===== config.mk =====
export PLATFORM = sky130hd
export DESIGN_NAME = url_field_splitter
export DESIGN_NICKNAME = d
export VERILOG_FILES = /design/src/ufs_pkg.sv /design/src/url_field_splitter.sv /design/src/ufs_front.sv /design/src/ufs_queue.sv /design/src/ufs_back.sv
export SDC_FILE = /design/constraint.sdc
export NUM_CORES = 1
export LEC_CHECK = 0
export BUFFER_PORTS_ARGS = -buffer_cell sky130_fd_sc_hd__buf_4
export CORE_UTILIZATION = 55
export DETAILED_ROUTE_END_ITERATION = 10
export GPL_TIMING_DRIVEN = 1
export PLACE_DENSITY = 0.84
export SYNTH_ARGS = -nofsm -noshare
export SYNTH_HDL_FRONTEND = slang
export SYNTH_SLANG_ARGS = --single-unit

===== constraint.sdc =====
create_clock -name clk -period 7.2 [get_ports clk]
set_input_delay 0.72 -clock clk [delete_from_list [all_inputs] [get_ports clk]]
set_output_delay 0.72 -clock clk [all_outputs]
set_load 0.01 [all_outputs]

===== src/ufs_pkg.sv =====
// ============================================================================
// ufs_pkg
// Shared types, constants and the character classifier and field resolver
// of the URL field splitter.
// ============================================================================
package ufs_pkg;

    // Scheme buffer and port limits
    localparam int SCHEME_MAX = 9;
    localparam int PORT_MAX   = 4;
    localparam int CNT_W      = $clog2(SCHEME_MAX + 1);
    localparam int IDX_W      = (SCHEME_MAX > 1) ? $clog2(SCHEME_MAX) : 1;
    localparam int PC_W       = $clog2(PORT_MAX + 1);

    // Queue between front and back
    localparam int QDEPTH = 2;
    localparam int QPTR_W = $clog2(QDEPTH);
    localparam int QCNT_W = $clog2(QDEPTH + 1);

    // Delimiter characters
    localparam logic [7:0] CH_COLON = 8'h3A;
    localparam logic [7:0] CH_SLASH = 8'h2F;
    localparam logic [7:0] CH_HASH  = 8'h23;
    localparam logic [7:0] CH_QMARK = 8'h3F;
    localparam logic [7:0] CH_DOT   = 8'h2E;
    localparam logic [7:0] CH_DASH  = 8'h2D;

    // Field codes on the output
    typedef logic [2:0] field_t;
    localparam field_t F_SCHEME = 3'd0;
    localparam field_t F_DOMAIN = 3'd1;
    localparam field_t F_PORT   = 3'd2;
    localparam field_t F_PATH   = 3'd3;
    localparam field_t F_QUERY  = 3'd4;
    localparam field_t F_FRAG   = 3'd5;

    typedef enum logic [2:0] {
        CC_LETTER,
        CC_DOMSYM,   // digit, '.' or '-'
        CC_COLON,
        CC_SLASH,
        CC_QMARK,
        CC_HASH,
        CC_OTHER
    } char_class_t;

    typedef enum logic [2:0] {
        M_SCHEME,
        M_SLASH,
        M_DOMAIN,
        M_PORTCHK,
        M_PORT,
        M_PATH,
        M_QUERY,
        M_FRAG
    } mode_t;

    typedef enum logic [1:0] {
        PH_PROC,
        PH_REPLAY,
        PH_END
    } phase_t;

    typedef enum logic [1:0] {
        RK_COLON,    // confirmed scheme, item done afterwards
        RK_REPROC,   // letters become domain, character examined again
        RK_END       // letters become domain at the URL end
    } replay_kind_t;

    typedef struct packed {
        logic [7:0]  ch;
        char_class_t cls;
        logic        last;
    } q_entry_t;

    typedef struct packed {
        logic [7:0] ch;
        field_t     fld;
        logic       valid;
        logic       done;
        logic       last;
    } result_t;

    typedef struct packed {
        logic            emit;
        field_t          fld;
        mode_t           mode;
        logic [PC_W-1:0] pc;
    } resolve_t;

    // Sort one byte into the classes the parser cares about
    function automatic char_class_t classify(logic [7:0] c);
        char_class_t cls;
        if ((c >= 8'h61 && c <= 8'h7A) || (c >= 8'h41 && c <= 8'h5A))
            cls = CC_LETTER;
        else if ((c >= 8'h30 && c <= 8'h39) || c == CH_DOT || c == CH_DASH)
            cls = CC_DOMSYM;
        else if (c == CH_COLON)
            cls = CC_COLON;
        else if (c == CH_SLASH)
            cls = CC_SLASH;
        else if (c == CH_QMARK)
            cls = CC_QMARK;
        else if (c == CH_HASH)
            cls = CC_HASH;
        else
            cls = CC_OTHER;
        return cls;
    endfunction

    // Walk the fall-through chain of the non-scheme modes for one character
    function automatic resolve_t resolve(mode_t m_in, char_class_t cls,
                                         logic [PC_W-1:0] pc_in);
        resolve_t r;
        mode_t    m;
        logic     done;
        r.emit = 1'b0;
        r.fld  = F_SCHEME;
        r.pc   = pc_in;
        m      = m_in;
        done   = 1'b0;
        if (m == M_SLASH)
        begin
            if (cls == CC_SLASH)
                done = 1'b1;
            else
                m = M_DOMAIN;
        end
        if (!done && m == M_DOMAIN)
        begin
            if (cls == CC_SLASH)
            begin
                m    = M_PORTCHK;
                done = 1'b1;
            end
            else if (cls == CC_LETTER || cls == CC_DOMSYM)
            begin
                r.emit = 1'b1;
                r.fld  = F_DOMAIN;
                done   = 1'b1;
            end
            else
                m = M_PORTCHK;
        end
        if (!done && m == M_PORTCHK)
        begin
            if (cls == CC_COLON)
            begin
                m    = M_PORT;
                r.pc = '0;
                done = 1'b1;
            end
            else
                m = M_PATH;
        end
        if (!done && m == M_PORT)
        begin
            if (cls == CC_SLASH || r.pc >= PC_W'(PORT_MAX))
                m = M_PATH;
            else
            begin
                r.emit = 1'b1;
                r.fld  = F_PORT;
                r.pc   = r.pc + PC_W'(1);
                done   = 1'b1;
            end
        end
        if (!done && m == M_PATH)
        begin
            if (cls == CC_QMARK)
                m = M_QUERY;
            else if (cls == CC_HASH)
                m = M_FRAG;
            else
            begin
                r.emit = 1'b1;
                r.fld  = F_PATH;
            end
            done = 1'b1;
        end
        if (!done && m == M_QUERY)
        begin
            if (cls == CC_HASH)
                m = M_FRAG;
            else
            begin
                r.emit = 1'b1;
                r.fld  = F_QUERY;
            end
            done = 1'b1;
        end
        if (!done && m == M_FRAG)
        begin
            r.emit = 1'b1;
            r.fld  = F_FRAG;
        end
        r.mode = m;
        return r;
    endfunction

endpackage


===== src/url_field_splitter.sv =====
// ============================================================================
// url_field_splitter
// Tags each URL character as scheme, domain, port, path, query or fragment.
// ============================================================================
//
//  channel  dir  tdata          tuser                               tlast
//  s_*      in   in_char[7:0]   -                                   url_end
//  m_*      out  out_char[7:0]  field[2:0] char_valid[3] done[4]    run_last
//
//  Held scheme letters are replayed one by one in the parser sequencer, and
//  each URL closes with an end marker; the back emits one result per cycle
//  through its output register while m_tready does not stall it.
//  Reset is asynchronous and returns the parser to scheme collection.
//  A two-entry queue keeps accepting input while the output is stalled, until it is full.
//
module url_field_splitter (
    input  logic       clk,
    input  logic       rst_n,
    input  logic       s_tvalid,
    output logic       s_tready,
    input  logic [7:0] s_tdata,    // [7:0] in_char
    input  logic       s_tlast,    // url_end
    output logic       m_tvalid,
    input  logic       m_tready,
    output logic [7:0] m_tdata,    // [7:0] out_char
    output logic [4:0] m_tuser,    // [2:0] field, [3] char_valid, [4] url_done
    output logic       m_tlast     // run_last
);
    import ufs_pkg::*;

    logic     push;
    logic     q_ready;
    logic     q_valid;
    logic     pop;
    q_entry_t push_entry;
    q_entry_t head;

    ufs_front u_front (
        .s_tvalid   (s_tvalid),
        .s_tready   (s_tready),
        .s_tdata    (s_tdata),
        .s_tlast    (s_tlast),
        .q_ready    (q_ready),
        .push       (push),
        .push_entry (push_entry)
    );

    ufs_queue u_queue (
        .clk        (clk),
        .rst_n      (rst_n),
        .push       (push),
        .push_entry (push_entry),
        .q_ready    (q_ready),
        .pop        (pop),
        .q_valid    (q_valid),
        .head       (head)
    );

    ufs_back u_back (
        .clk      (clk),
        .rst_n    (rst_n),
        .q_valid  (q_valid),
        .head     (head),
        .pop      (pop),
        .m_tvalid (m_tvalid),
        .m_tready (m_tready),
        .m_tdata  (m_tdata),
        .m_tuser  (m_tuser),
        .m_tlast  (m_tlast)
    );

    // End marker carries no character and closes the run
    a_end_marker: assert property (@(posedge clk) disable iff (!rst_n)
        m_tvalid && m_tuser[4] |-> !m_tuser[3] && m_tlast && m_tdata == 8'h00
                                   && m_tuser[2:0] == F_SCHEME)
        else $error("end marker malformed");

    // Character results use only the six field codes
    a_field_code: assert property (@(posedge clk) disable iff (!rst_n)
        m_tvalid && m_tuser[3] |-> m_tuser[2:0] <= F_FRAG && !m_tuser[4])
        else $error("bad field code on character result");

    // Back only retires items that are in the queue
    a_pop_valid: assert property (@(posedge clk) disable iff (!rst_n)
        pop |-> q_valid)
        else $error("pop from empty queue");

endmodule


===== src/ufs_front.sv =====
// ============================================================================
// ufs_front
// Input side: classifies each accepted character and pushes it with its
// class and end flag into the queue.
// ============================================================================
module ufs_front (
    input  logic              s_tvalid,
    output logic              s_tready,
    input  logic [7:0]        s_tdata,    // [7:0] in_char
    input  logic              s_tlast,    // url_end
    input  logic              q_ready,
    output logic              push,
    output ufs_pkg::q_entry_t push_entry
);
    import ufs_pkg::*;

    // Accept whenever the queue has room
    assign s_tready = q_ready;
    assign push     = s_tvalid && q_ready;

    // Classify the word on its way in
    always_comb
    begin
        push_entry.ch   = s_tdata;
        push_entry.cls  = classify(s_tdata);
        push_entry.last = s_tlast;
    end

endmodule


===== src/ufs_queue.sv =====
// ============================================================================
// ufs_queue
// Short FIFO of classified characters between the front and the back.
// ============================================================================
module ufs_queue (
    input  logic              clk,
    input  logic              rst_n,
    input  logic              push,
    input  ufs_pkg::q_entry_t push_entry,
    output logic              q_ready,
    input  logic              pop,
    output logic              q_valid,
    output ufs_pkg::q_entry_t head
);
    import ufs_pkg::*;

    q_entry_t            mem_reg [QDEPTH];
    logic [QPTR_W-1:0]   wr_ptr_reg, wr_ptr_next;
    logic [QPTR_W-1:0]   rd_ptr_reg, rd_ptr_next;
    logic [QCNT_W-1:0]   count_reg, count_next;

    assign q_ready = (count_reg != QCNT_W'(QDEPTH));
    assign q_valid = (count_reg != '0);
    assign head    = mem_reg[rd_ptr_reg];

    // Advance pointers and occupancy
    always_comb
    begin
        wr_ptr_next = wr_ptr_reg;
        rd_ptr_next = rd_ptr_reg;
        count_next  = count_reg;
        if (push)
            wr_ptr_next = (wr_ptr_reg == QPTR_W'(QDEPTH - 1)) ? '0 : wr_ptr_reg + QPTR_W'(1);
        if (pop)
            rd_ptr_next = (rd_ptr_reg == QPTR_W'(QDEPTH - 1)) ? '0 : rd_ptr_reg + QPTR_W'(1);
        if (push && !pop)
            count_next = count_reg + QCNT_W'(1);
        else if (pop && !push)
            count_next = count_reg - QCNT_W'(1);
    end

    always_ff @(posedge clk or negedge rst_n)
    begin
        if (!rst_n)
        begin
            wr_ptr_reg <= '0;
            rd_ptr_reg <= '0;
            count_reg  <= '0;
        end
        else
        begin
            wr_ptr_reg <= wr_ptr_next;
            rd_ptr_reg <= rd_ptr_next;
            count_reg  <= count_next;
        end
    end

    // Store the pushed word
    always_ff @(posedge clk)
    begin
        if (push)
            mem_reg[wr_ptr_reg] <= push_entry;
    end

endmodule


===== src/ufs_back.sv =====
// ============================================================================
// ufs_back
// Parser sequencer: takes classified characters from the queue, holds
// scheme letters, replays them one per cycle unless the output stalls, and
// emits tagged results through a single output register.
// ============================================================================
module ufs_back (
    input  logic              clk,
    input  logic              rst_n,
    input  logic              q_valid,
    input  ufs_pkg::q_entry_t head,
    output logic              pop,
    output logic              m_tvalid,
    input  logic              m_tready,
    output logic [7:0]        m_tdata,    // [7:0] out_char
    output logic [4:0]        m_tuser,    // [2:0] field, [3] char_valid, [4] url_done
    output logic              m_tlast     // run_last
);
    import ufs_pkg::*;

    phase_t            phase_reg, phase_next;
    mode_t             mode_reg, mode_next;
    replay_kind_t      kind_reg, kind_next;
    logic [CNT_W-1:0]  cnt_reg, cnt_next;
    logic [IDX_W-1:0]  idx_reg, idx_next;
    logic [PC_W-1:0]   pc_reg, pc_next;
    logic [7:0]        buf_reg [SCHEME_MAX];
    logic              buf_we;
    logic              out_valid_reg;
    result_t           out_reg;
    result_t           res;
    logic              load;

    logic              can_load;
    logic              is_letter;
    logic              is_colon;
    logic              is_scheme;
    logic              cnt_full;
    logic              cnt_zero;
    logic              sch_store;
    logic              sch_replay_dom;
    logic              proc_go;
    logic              proc_emit;
    logic              idx_last;
    logic              more_after;
    resolve_t          r;
    resolve_t          dom_r;

    // Decode the head character against the current mode
    assign can_load       = !out_valid_reg || m_tready;
    assign is_letter      = (head.cls == CC_LETTER);
    assign is_colon       = (head.cls == CC_COLON);
    assign is_scheme      = (mode_reg == M_SCHEME);
    assign cnt_full       = (cnt_reg == CNT_W'(SCHEME_MAX));
    assign cnt_zero       = (cnt_reg == '0);
    assign sch_store      = is_letter && !cnt_full;
    assign sch_replay_dom = (is_letter && cnt_full) || (!is_letter && !is_colon && !cnt_zero);
    assign r              = resolve(is_scheme ? M_SLASH : mode_reg, head.cls, pc_reg);
    assign dom_r          = resolve(M_DOMAIN, head.cls, pc_reg);
    assign proc_go        = (phase_reg == PH_PROC) && q_valid && can_load;
    assign proc_emit      = is_scheme ? (!is_letter && !is_colon && cnt_zero && r.emit)
                                      : r.emit;
    assign idx_last       = (CNT_W'(idx_reg) == cnt_reg - CNT_W'(1));

    // Tell whether more results of this item follow the replayed letters
    always_comb
    begin
        unique case (kind_reg)
            RK_COLON:  more_after = head.last;
            RK_REPROC: more_after = head.last || dom_r.emit;
            RK_END:    more_after = 1'b1;
            default:   more_after = 1'b1;
        endcase
    end

    // Next state of the sequencer and parser
    always_comb
    begin
        phase_next = phase_reg;
        mode_next  = mode_reg;
        kind_next  = kind_reg;
        cnt_next   = cnt_reg;
        idx_next   = idx_reg;
        pc_next    = pc_reg;
        pop        = 1'b0;
        buf_we     = 1'b0;
        unique case (phase_reg)
            PH_PROC:
            begin
                if (proc_go)
                begin
                    if (is_scheme && sch_store)
                    begin
                        buf_we   = 1'b1;
                        cnt_next = cnt_reg + CNT_W'(1);
                        if (head.last)
                        begin
                            phase_next = PH_REPLAY;
                            kind_next  = RK_END;
                            idx_next   = '0;
                        end
                        else
                            pop = 1'b1;
                    end
                    else if (is_scheme && sch_replay_dom)
                    begin
                        mode_next  = M_DOMAIN;
                        phase_next = PH_REPLAY;
                        kind_next  = RK_REPROC;
                        idx_next   = '0;
                    end
                    else if (is_scheme && is_colon)
                    begin
                        mode_next = M_SLASH;
                        if (!cnt_zero)
                        begin
                            phase_next = PH_REPLAY;
                            kind_next  = RK_COLON;
                            idx_next   = '0;
                        end
                        else if (head.last)
                            phase_next = PH_END;
                        else
                            pop = 1'b1;
                    end
                    else
                    begin
                        mode_next = r.mode;
                        pc_next   = r.pc;
                        if (head.last)
                            phase_next = PH_END;
                        else
                            pop = 1'b1;
                    end
                end
            end
            PH_REPLAY:
            begin
                if (can_load)
                begin
                    idx_next = idx_reg + IDX_W'(1);
                    if (idx_last)
                    begin
                        cnt_next = '0;
                        unique case (kind_reg)
                            RK_COLON:
                            begin
                                if (head.last)
                                    phase_next = PH_END;
                                else
                                begin
                                    pop        = 1'b1;
                                    phase_next = PH_PROC;
                                end
                            end
                            RK_REPROC: phase_next = PH_PROC;
                            default:   phase_next = PH_END;
                        endcase
                    end
                end
            end
            PH_END:
            begin
                if (can_load)
                begin
                    mode_next  = M_SCHEME;
                    cnt_next   = '0;
                    pc_next    = '0;
                    pop        = 1'b1;
                    phase_next = PH_PROC;
                end
            end
            default: phase_next = PH_PROC;
        endcase
    end

    // Result word for the output register
    always_comb
    begin
        load = 1'b0;
        res  = '0;
        unique case (phase_reg)
            PH_PROC:
            begin
                if (proc_go && proc_emit)
                begin
                    load      = 1'b1;
                    res.ch    = head.ch;
                    res.fld   = r.fld;
                    res.valid = 1'b1;
                    res.last  = !head.last;
                end
            end
            PH_REPLAY:
            begin
                if (can_load)
                begin
                    load      = 1'b1;
                    res.ch    = buf_reg[idx_reg];
                    res.fld   = (kind_reg == RK_COLON) ? F_SCHEME : F_DOMAIN;
                    res.valid = 1'b1;
                    res.last  = idx_last && !more_after;
                end
            end
            PH_END:
            begin
                if (can_load)
                begin
                    load     = 1'b1;
                    res.done = 1'b1;
                    res.last = 1'b1;
                end
            end
            default: load = 1'b0;
        endcase
    end

    // Control registers
    always_ff @(posedge clk or negedge rst_n)
    begin
        if (!rst_n)
        begin
            phase_reg     <= PH_PROC;
            mode_reg      <= M_SCHEME;
            kind_reg      <= RK_COLON;
            cnt_reg       <= '0;
            idx_reg       <= '0;
            pc_reg        <= '0;
            out_valid_reg <= 1'b0;
        end
        else
        begin
            phase_reg <= phase_next;
            mode_reg  <= mode_next;
            kind_reg  <= kind_next;
            cnt_reg   <= cnt_next;
            idx_reg   <= idx_next;
            pc_reg    <= pc_next;
            if (load)
                out_valid_reg <= 1'b1;
            else if (m_tready)
                out_valid_reg <= 1'b0;
        end
    end

    // Hold scheme letters and the outgoing word
    always_ff @(posedge clk)
    begin
        if (buf_we)
            buf_reg[cnt_reg[IDX_W-1:0]] <= head.ch;
        if (load)
            out_reg <= res;
    end

    assign m_tvalid = out_valid_reg;
    assign m_tdata  = out_reg.ch;
    assign m_tuser  = {out_reg.done, out_reg.valid, out_reg.fld};
    assign m_tlast  = out_reg.last;

endmodule

* After elaboration in Yosys (flattened, before gate mapping)
Memory sizes are Yosys's and may differ from the RTL's.
Cells that the tools add are included.
** Storage, ports and cells
- Bits in registers :: 37
- Bits in writable memories :: 96
- Output and inout bits :: 16
- Word-level logic and storage cells :: 306
- Memories kept :: 2
** Cells by class
- $add $sub $neg :: 8
- $lt $le $gt $ge :: 8
- Equality and inequality tests :: 42
- Multiplexer cells :: 153
- Reduce and logical (&&, ||, !) cells :: 78
** Memory list
- u_back.buf_reg :: words 9, bits a word 8, read ports 1, clocked after Yosys merged registers in 0, wr ports 1, line ufs_back.sv:27 : logic [7:0] buf_reg [SCHEME_MAX];
- u_queue.mem_reg :: words 2, bits a word 12, read ports 1, clocked after Yosys merged registers in 0, wr ports 1, line ufs_queue.sv:17 : q_entry_t mem_reg [QDEPTH];
** Operator list (number)
- 2-to-1 mux 3 bit :: 42
- 2-to-1 mux 4 bit :: 31
- == test 8 x 6 -> 1 bit, second input constant :: 6
- 2-to-1 mux 1 bit :: 47
- 2-to-1 mux 2 bit :: 20
- == test 3 bit, second input constant :: 10
- logical AND 1 bit :: 30
- 2-to-1 mux 12 bit :: 2
- case mux 12 bit (2 select lines) :: 1
- logical NOT 1 bit :: 20
- AND reduction 6 bit :: 3
- >= comparator 8 x 7 -> 1 bit, second input constant :: 2
- less-or-equal comparator 8 x 7 -> 1 bit, second input constant :: 2
- == test 3 x 2 -> 1 bit, second input constant :: 5
- case mux 3 bit (2 select lines) :: 2
- case mux 4 bit (3 select lines) :: 1
- inequality test 2 x 1 -> 1 bit, second input constant :: 5
- inequality test 2 bit, second input constant :: 5
- AND reduction 5 bit :: 2
- nonzero test 2 bit :: 5
- logical OR 1 bit :: 9
- adder 4 x 1 -> 4 bit, second input constant :: 2
- >= comparator 8 x 6 -> 1 bit, second input constant :: 1
- less-or-equal comparator 8 x 6 -> 1 bit, second input constant :: 1
- other kinds (25) :: 35

* Logic depth before layout (Yosys ltp)
- Depth in word-level cells :: 29
- Depth in mapped cells :: 11

* Cells and area by module
From an unflattened synthesis, not the netlist that was laid out.
** Second synthesis, totals
- Cells, all modules :: 472
- Area total of the unflattened synthesis :: 6431.2 um2
** By module, submodules not included
- ufs_back :: instances 1, cells an instance 382, area an instance 5099.9 um2
- ufs_queue :: instances 1, cells an instance 53, area an instance 1089.8 um2
- ufs_front :: instances 1, cells an instance 37, area an instance 241.5 um2

* Least setup slack after synthesis
OpenSTA, ideal clock, no wires.
- Path type :: reg-to-reg
- From :: reg u_back.mode_reg[1]
- To :: reg u_back.out_reg (netlist bit u_back.m_tdata[0]) (enable)
- Arrival time :: 2.403 ns
- Required time :: 6.810 ns
- Setup slack :: 4.407 ns
- Stages on the path, launching flop included :: 9
- Path through :: dfrtp_1 buf_2 or3b_4 a31oi_1 nor3_1 a211oi_4 a21oi_2 buf_6 a21oi_1
** On the way
- Word-level cells in the longest chain between the ends :: 28
** RTL lines
- start: declaration :: line ufs_back.sv:22 : mode_t mode_reg, mode_next;
- start signal: assignment :: line ufs_back.sv:234 : mode_reg <= mode_next;
- logical NOT 3 bit :: line ufs_back.sv:53 : assign is_scheme = (mode_reg == M_SCHEME);
- 2-to-1 mux 3 bit :: line ufs_back.sv:58 : assign r = resolve(is_scheme ? M_SLASH : mode_reg, head.cls, pc_reg);
- == test 3 x 1 -> 1 bit / 2-to-1 mux 3 bit (equally long branches) :: line ufs_pkg.sv:122, ufs_pkg.sv:124
- 2-to-1 mux 3 bit / 2-to-1 mux 1 bit (equally long branches) :: line ufs_pkg.sv:122 : if (m == M_SLASH)
- == test 3 x 2 -> 1 bit (tied with other cells) :: line ufs_pkg.sv:129 : if (!done && m == M_DOMAIN)
- logical AND 1 bit (tied with other cells) :: line ufs_pkg.sv:129
- 2-to-1 mux 3 bit / 2-to-1 mux 1 bit (equally long branches) :: line ufs_pkg.sv:129
- == test 3 x 2 -> 1 bit / logical NOT 1 bit (equally long branches) :: line ufs_pkg.sv:145 : if (!done && m == M_PORTCHK)
- (+13 left out)
- logical AND 1 bit :: line ufs_pkg.sv:192 : if (!done && m == M_FRAG)
- 2-to-1 mux 4 bit :: line ufs_pkg.sv:192
- logical AND 1 bit :: line ufs_back.sv:61 : assign proc_emit = is_scheme ? (!is_letter && !is_colon && cnt_zero && r.emit)
- 2-to-1 mux 1 bit * :: line ufs_back.sv:61
- logical AND 1 bit * :: line ufs_back.sv:185 : if (proc_go && proc_emit)
- 2-to-1 mux 1 bit * :: line ufs_back.sv:185
- case mux 1 bit (2 select lines) * :: line ufs_back.sv:182 : unique case (phase_reg)
- named net u_back.load :: line ufs_back.sv:32 : logic load;
- end signal: assignment :: line ufs_back.sv:252 : out_reg <= res;
- end: declaration :: line ufs_back.sv:30 : result_t out_reg;
The timed path passes the listed nets; every way through them passes the cells marked *.
A chain may end at the register's enable or synchronous reset.

* Final worst setup path
- From :: reg u_queue.rd_ptr_reg
- To :: reg u_back.out_reg (netlist bit u_back.m_tdata[7]) (enable)
** On the way
- Word-level cells in the longest chain between the ends :: 28
** RTL lines
- start: declaration :: line ufs_queue.sv:19 : logic [QPTR_W-1:0] rd_ptr_reg, rd_ptr_next;
- start signal: assignment :: line ufs_queue.sv:53 : rd_ptr_reg <= rd_ptr_next;
- memory read (2 x 12 bit) *
- == test 3 x 2 -> 1 bit :: line ufs_pkg.sv:124, ufs_pkg.sv:131, ufs_pkg.sv:158
- 2-to-1 mux 3 bit / 2-to-1 mux 1 bit (equally long branches) :: line ufs_pkg.sv:124 : if (cls == CC_SLASH)
- 2-to-1 mux 3 bit / 2-to-1 mux 1 bit (equally long branches) :: line ufs_pkg.sv:122
- == test 3 x 2 -> 1 bit (tied with other cells) :: line ufs_pkg.sv:129
- logical AND 1 bit (tied with other cells) :: line ufs_pkg.sv:129
- 2-to-1 mux 3 bit / 2-to-1 mux 1 bit (equally long branches) :: line ufs_pkg.sv:129
- == test 3 x 2 -> 1 bit / logical NOT 1 bit (equally long branches) :: line ufs_pkg.sv:145
- (+13 left out)
- logical AND 1 bit :: line ufs_pkg.sv:192
- 2-to-1 mux 4 bit :: line ufs_pkg.sv:192
- logical AND 1 bit :: line ufs_back.sv:61
- 2-to-1 mux 1 bit * :: line ufs_back.sv:61
- logical AND 1 bit * :: line ufs_back.sv:185
- 2-to-1 mux 1 bit * :: line ufs_back.sv:185
- case mux 1 bit (2 select lines) * :: line ufs_back.sv:182
- named net u_back.load :: line ufs_back.sv:32
Marked as above.

==> results.py <==
metrics = {
    "status": {
        "run_status": "finished, final reports clean",
    },
    "die": {
        "dieArea_mm2": 0.0120,
        "initial_utilization_pct": 57.6,
        "design.portCount": 29,
        "die_y_um": 109,
        "num_rows": 38,
        "coreArea_mm2": 0.0110,
        "die_x_um": 109,
    },
    "routing": {
        "wl_per_cell_um": 20.6,
        "vias": 4170,
        "ant_nets": 0,
        "drc": 0,
        "viasPerCell": 6.44,
        "drt_iter0_drc": 380,
        "dr.pass1.iters": 5,
        "drt-total-wl_mm": 13.3,
    },
    "clocking": {
        "cts_resized": 0,
        "htreeDepth": 4,
        "postCtsSetupRepairBufs": 0,
        "clk_pin_slew_ps": 60,
        "cts_tree": "built",
        "cts_root_buf": "clkbuf_16",
        "ctsHoldBuffers": 0,
        "clock_latency_ps": 420,
        "cts.sinks": 133,
        "cts_buffers": 17,
        "clk_path_buf_depth": 2,
    },
    "final_layout": {
        "nets": 519,
        "fillers": 766,
        "drive_gt1_share_pct": 19.5,
        "areaGrowthSynthToFinish_pct": 13.5,
        "fin_util_pct": 65.3,
        "final_common_cell": "edfxtp_1",
        "final_cell_mix": "110 x edfxtp_1, 31 x nor2_1, 30 x nand2_1, 30 x buf_4, 24 x inv_1",
        "final_cells": 648,
        "n_antenna_cell": 0,
        "final_area_mm2": 0.00721,
        "largest_reg_flops": 72,
    },
    "logic_synthesis": {
        "synth-simple-area-share_pct": 11.2,
        "synth_area_mm2": 0.00635,
        "synth_xor_area_share_pct": 1.75,
        "synth.mux.area_fraction_pct": 10.1,
        "synth_compound_area_share_pct": 10.7,
        "postSynthAreaPerCell_um2": 13.6,
        "ys_seq_area_share_pct": 61.1,
        "yosysWarnings": 0,
        "yosysUniqueCellTypes": 67,
        "syn_inst": 466,
        "synth_enable_flop_cells": 110,
        "syn-num-nets": 490,
        "async_reset_ff_share_pct": 17.3,
        "synthFlopType": "edfxtp_1",
        "synth_fa_ha_area_share_pct": 2.17,
        "synth-seq-cells": 133,
        "synth_top_family_by_area": "simple AND/OR/NAND/NOR gates",
    },
    "setup_path": {
        "path_class": "flop to flop",
        "critPathArrivalTime_ps": 3920,
        "endpoint_kind": "flop",
        "regToRegEndpoint": "u_back.m_tdata[7]$_DFFE_PP_",
        "critPathLaunchType": "flop",
        "r2r_cells": 6,
        "cp_max_fo": 27,
        "ff2ff_setup_slack_ps": 3300,
        "r2r-start": "u_queue.rd_ptr_reg$_DFFE_PN0P_",
        "required_ps": 7220,
    },
    "sta": {
        "clock.fmax_mhz": 257,
        "period_share_pct": 54.1,
        "fin_setup_tns_ps": 0,
        "period_minus_slack_ps": 3900,
        "grt_setup_unrepaired": "no",
        "setup_violations": 0,
        "hold_viol": 0,
        "slew_violations": 0,
        "slew-limit-headroom_pct": 5.20,
        "finClkSkew_ps": 9.54,
        "tightest_slew_ps": 1420,
    },
    "placed_design": {
        "place.gp.congestion": 0.917,
        "dp.cells": 616,
        "dpl_cell_area_mm2": 0.00665,
        "dpl.hpwl_mm": 9.00,
        "portBuffers": 28,
    },
    "global_route": {
        "grt_use_total_pct": 24.4,
        "first_global_vias": 3968,
        "grt_max_degree": 28,
        "antenna_found_initial": 0,
        "globalRouteOverflowTotal": 0,
        "grt_pass1_wl_mm": 21.1,
    },
    "power_and_ir_drop": {
        "irDropWorstVdd_mv": 0.228,
        "power.internal_uw": 1990,
        "seqPwrFrac_pct": 38.9,
        "power_frac_comb_pct": 35.5,
        "p_clk_share_pct": 25.5,
        "switching_share_pct": 37.1,
        "p_per_area_mw_per_mm2": 439,
        "power_uw": 3170,
        "p_leak_uw": 0.00264,
        "p_sw_uw": 1170,
    },
    "hold_path": {
        "hp-class": "input port to asynchronous set/reset pin",
    },
    "flow_run": {
        "cap_violations": 0,
    },
}
==> power groups by stage <==
| stage | logic (µW) | clock network [µW] | registers, µW |
|---|---|---|---|
| 6_report | 1130 | 809 | 1230 |
| 5_1_grt | 1220 | 846 | 1250 |
| 4_1_cts | 1120 | 819 | 1230 |
| 3_5_place_dp | 1110 | 0 | 1240 |
| 3_3_place_gp | 1070 | 0 | 1240 |
| 2_1_floorplan | 887 | 0 | 1150 |
==> Yosys cell counts, drive strengths merged (2+ instances only) <==
cell / number / area (µm²)
nor2b: 5 / 31.3
inv: 24 / 90.1
and3: 7 / 43.8
nor4: 2 / 12.5
buf: 11 / 73.8
a22o: 4 / 35.0
xor2: 4 / 35.0
or3b: 3 / 31.3
nand3: 7 / 35.0
nor3: 15 / 108
mux4: 16 / 360
o211ai: 2 / 15.0
a31o: 2 / 17.5
nand2b: 7 / 43.8
and2: 5 / 31.3
a211oi: 5 / 50.1
xnor2: 6 / 52.6
clkbuf: 9 / 33.8
edfxtp: 110 / 3300
o21ai: 17 / 85.1
a32o: 3 / 30.0
o22ai: 11 / 68.8
dfrtp: 23 / 576
a41oi: 2 / 17.5
o31ai: 2 / 20.0
a21oi: 20 / 108
mux2i: 23 / 230
a311o: 2 / 20.0
mux2: 4 / 48.8
nor3b: 2 / 15.0
o32ai: 2 / 17.5
o2bb2ai: 3 / 26.3
nor2: 31 / 116
nand2: 31 / 119
a31oi: 9 / 56.3
or3: 7 / 48.8
ha: 11 / 138
a22oi: 3 / 36.3
==> worst max path at each step <==
stage,start,end,slack [ps],cells past startpoint
after floorplan,u_back.mode_reg[1]$_DFFE_PN0P_,u_back.m_tdata[0]$_DFFE_PP_,4410,8
after global placement,u_queue.rd_ptr_reg$_DFFE_PN0P_,u_back.m_tdata[5]$_DFFE_PP_,3590,6
after detailed placement,u_queue.rd_ptr_reg$_DFFE_PN0P_,u_back.m_tdata[6]$_DFFE_PP_,3400,6
after CTS,u_queue.rd_ptr_reg$_DFFE_PN0P_,u_back.m_tdata[4]$_DFFE_PP_,3380,6
after global routing,u_queue.rd_ptr_reg$_DFFE_PN0P_,u_back.m_tdata[3]$_DFFE_PP_,3180,6
final,u_queue.rd_ptr_reg$_DFFE_PN0P_,u_back.m_tdata[7]$_DFFE_PP_,3300,6
==> per-layer routing <==
| metal | track usage [%] | part of all wire, % | vias up |
|---|---|---|---|
| li1 | - | - | 1857 |
| met5 | 0 | 0 | - |
| met2 | 40.1 | 49 | 225 |
| met1 | 32.5 | 40 | 2061 |
| met3 | 4.62 | 8.4 | 27 |
| met4 | 9.43 | 2.1 | 0 |
==> critical path, stage by stage, from the launching register on <==
cell and delay (ps):
dfrtp_1 1080, mux2_4 410, o31ai_2 220, nor3_1 150
a211oi_4 360, a21oi_2 170, a21oi_1 1110
==> stage by stage <==
| stage | setup WS, ps | hold WS [ps] |
|---|---|---|
| global placement | 3590 | 476 |
| floorplan | 4410 | 424 |
| finish | 3300 | 201 |
| CTS | 3380 | 198 |
| detailed placement | 3400 | 488 |
| global route | 3180 | 221 |
==> cell type report <==
class,instances,area [µm²],area share (%)
well taps,140,175,2.43
inverters,24,90.1,1.25
repair buffers,30,225,3.12
clock inverters,14,134,1.86
multi-input cells,289,2280,31.6
flip-flops and latches,133,3880,53.8
clock buffers,18,429,5.95
==> logic make-up after synthesis <==
family / count (synthesis)
buf+inv: 44
flops: 133
mux: 43
compound gates: 94
fa+ha+maj: 11
xor+xnor: 11
simple gates: 130
No activity file was read; power rests on OpenSTA's default activity.
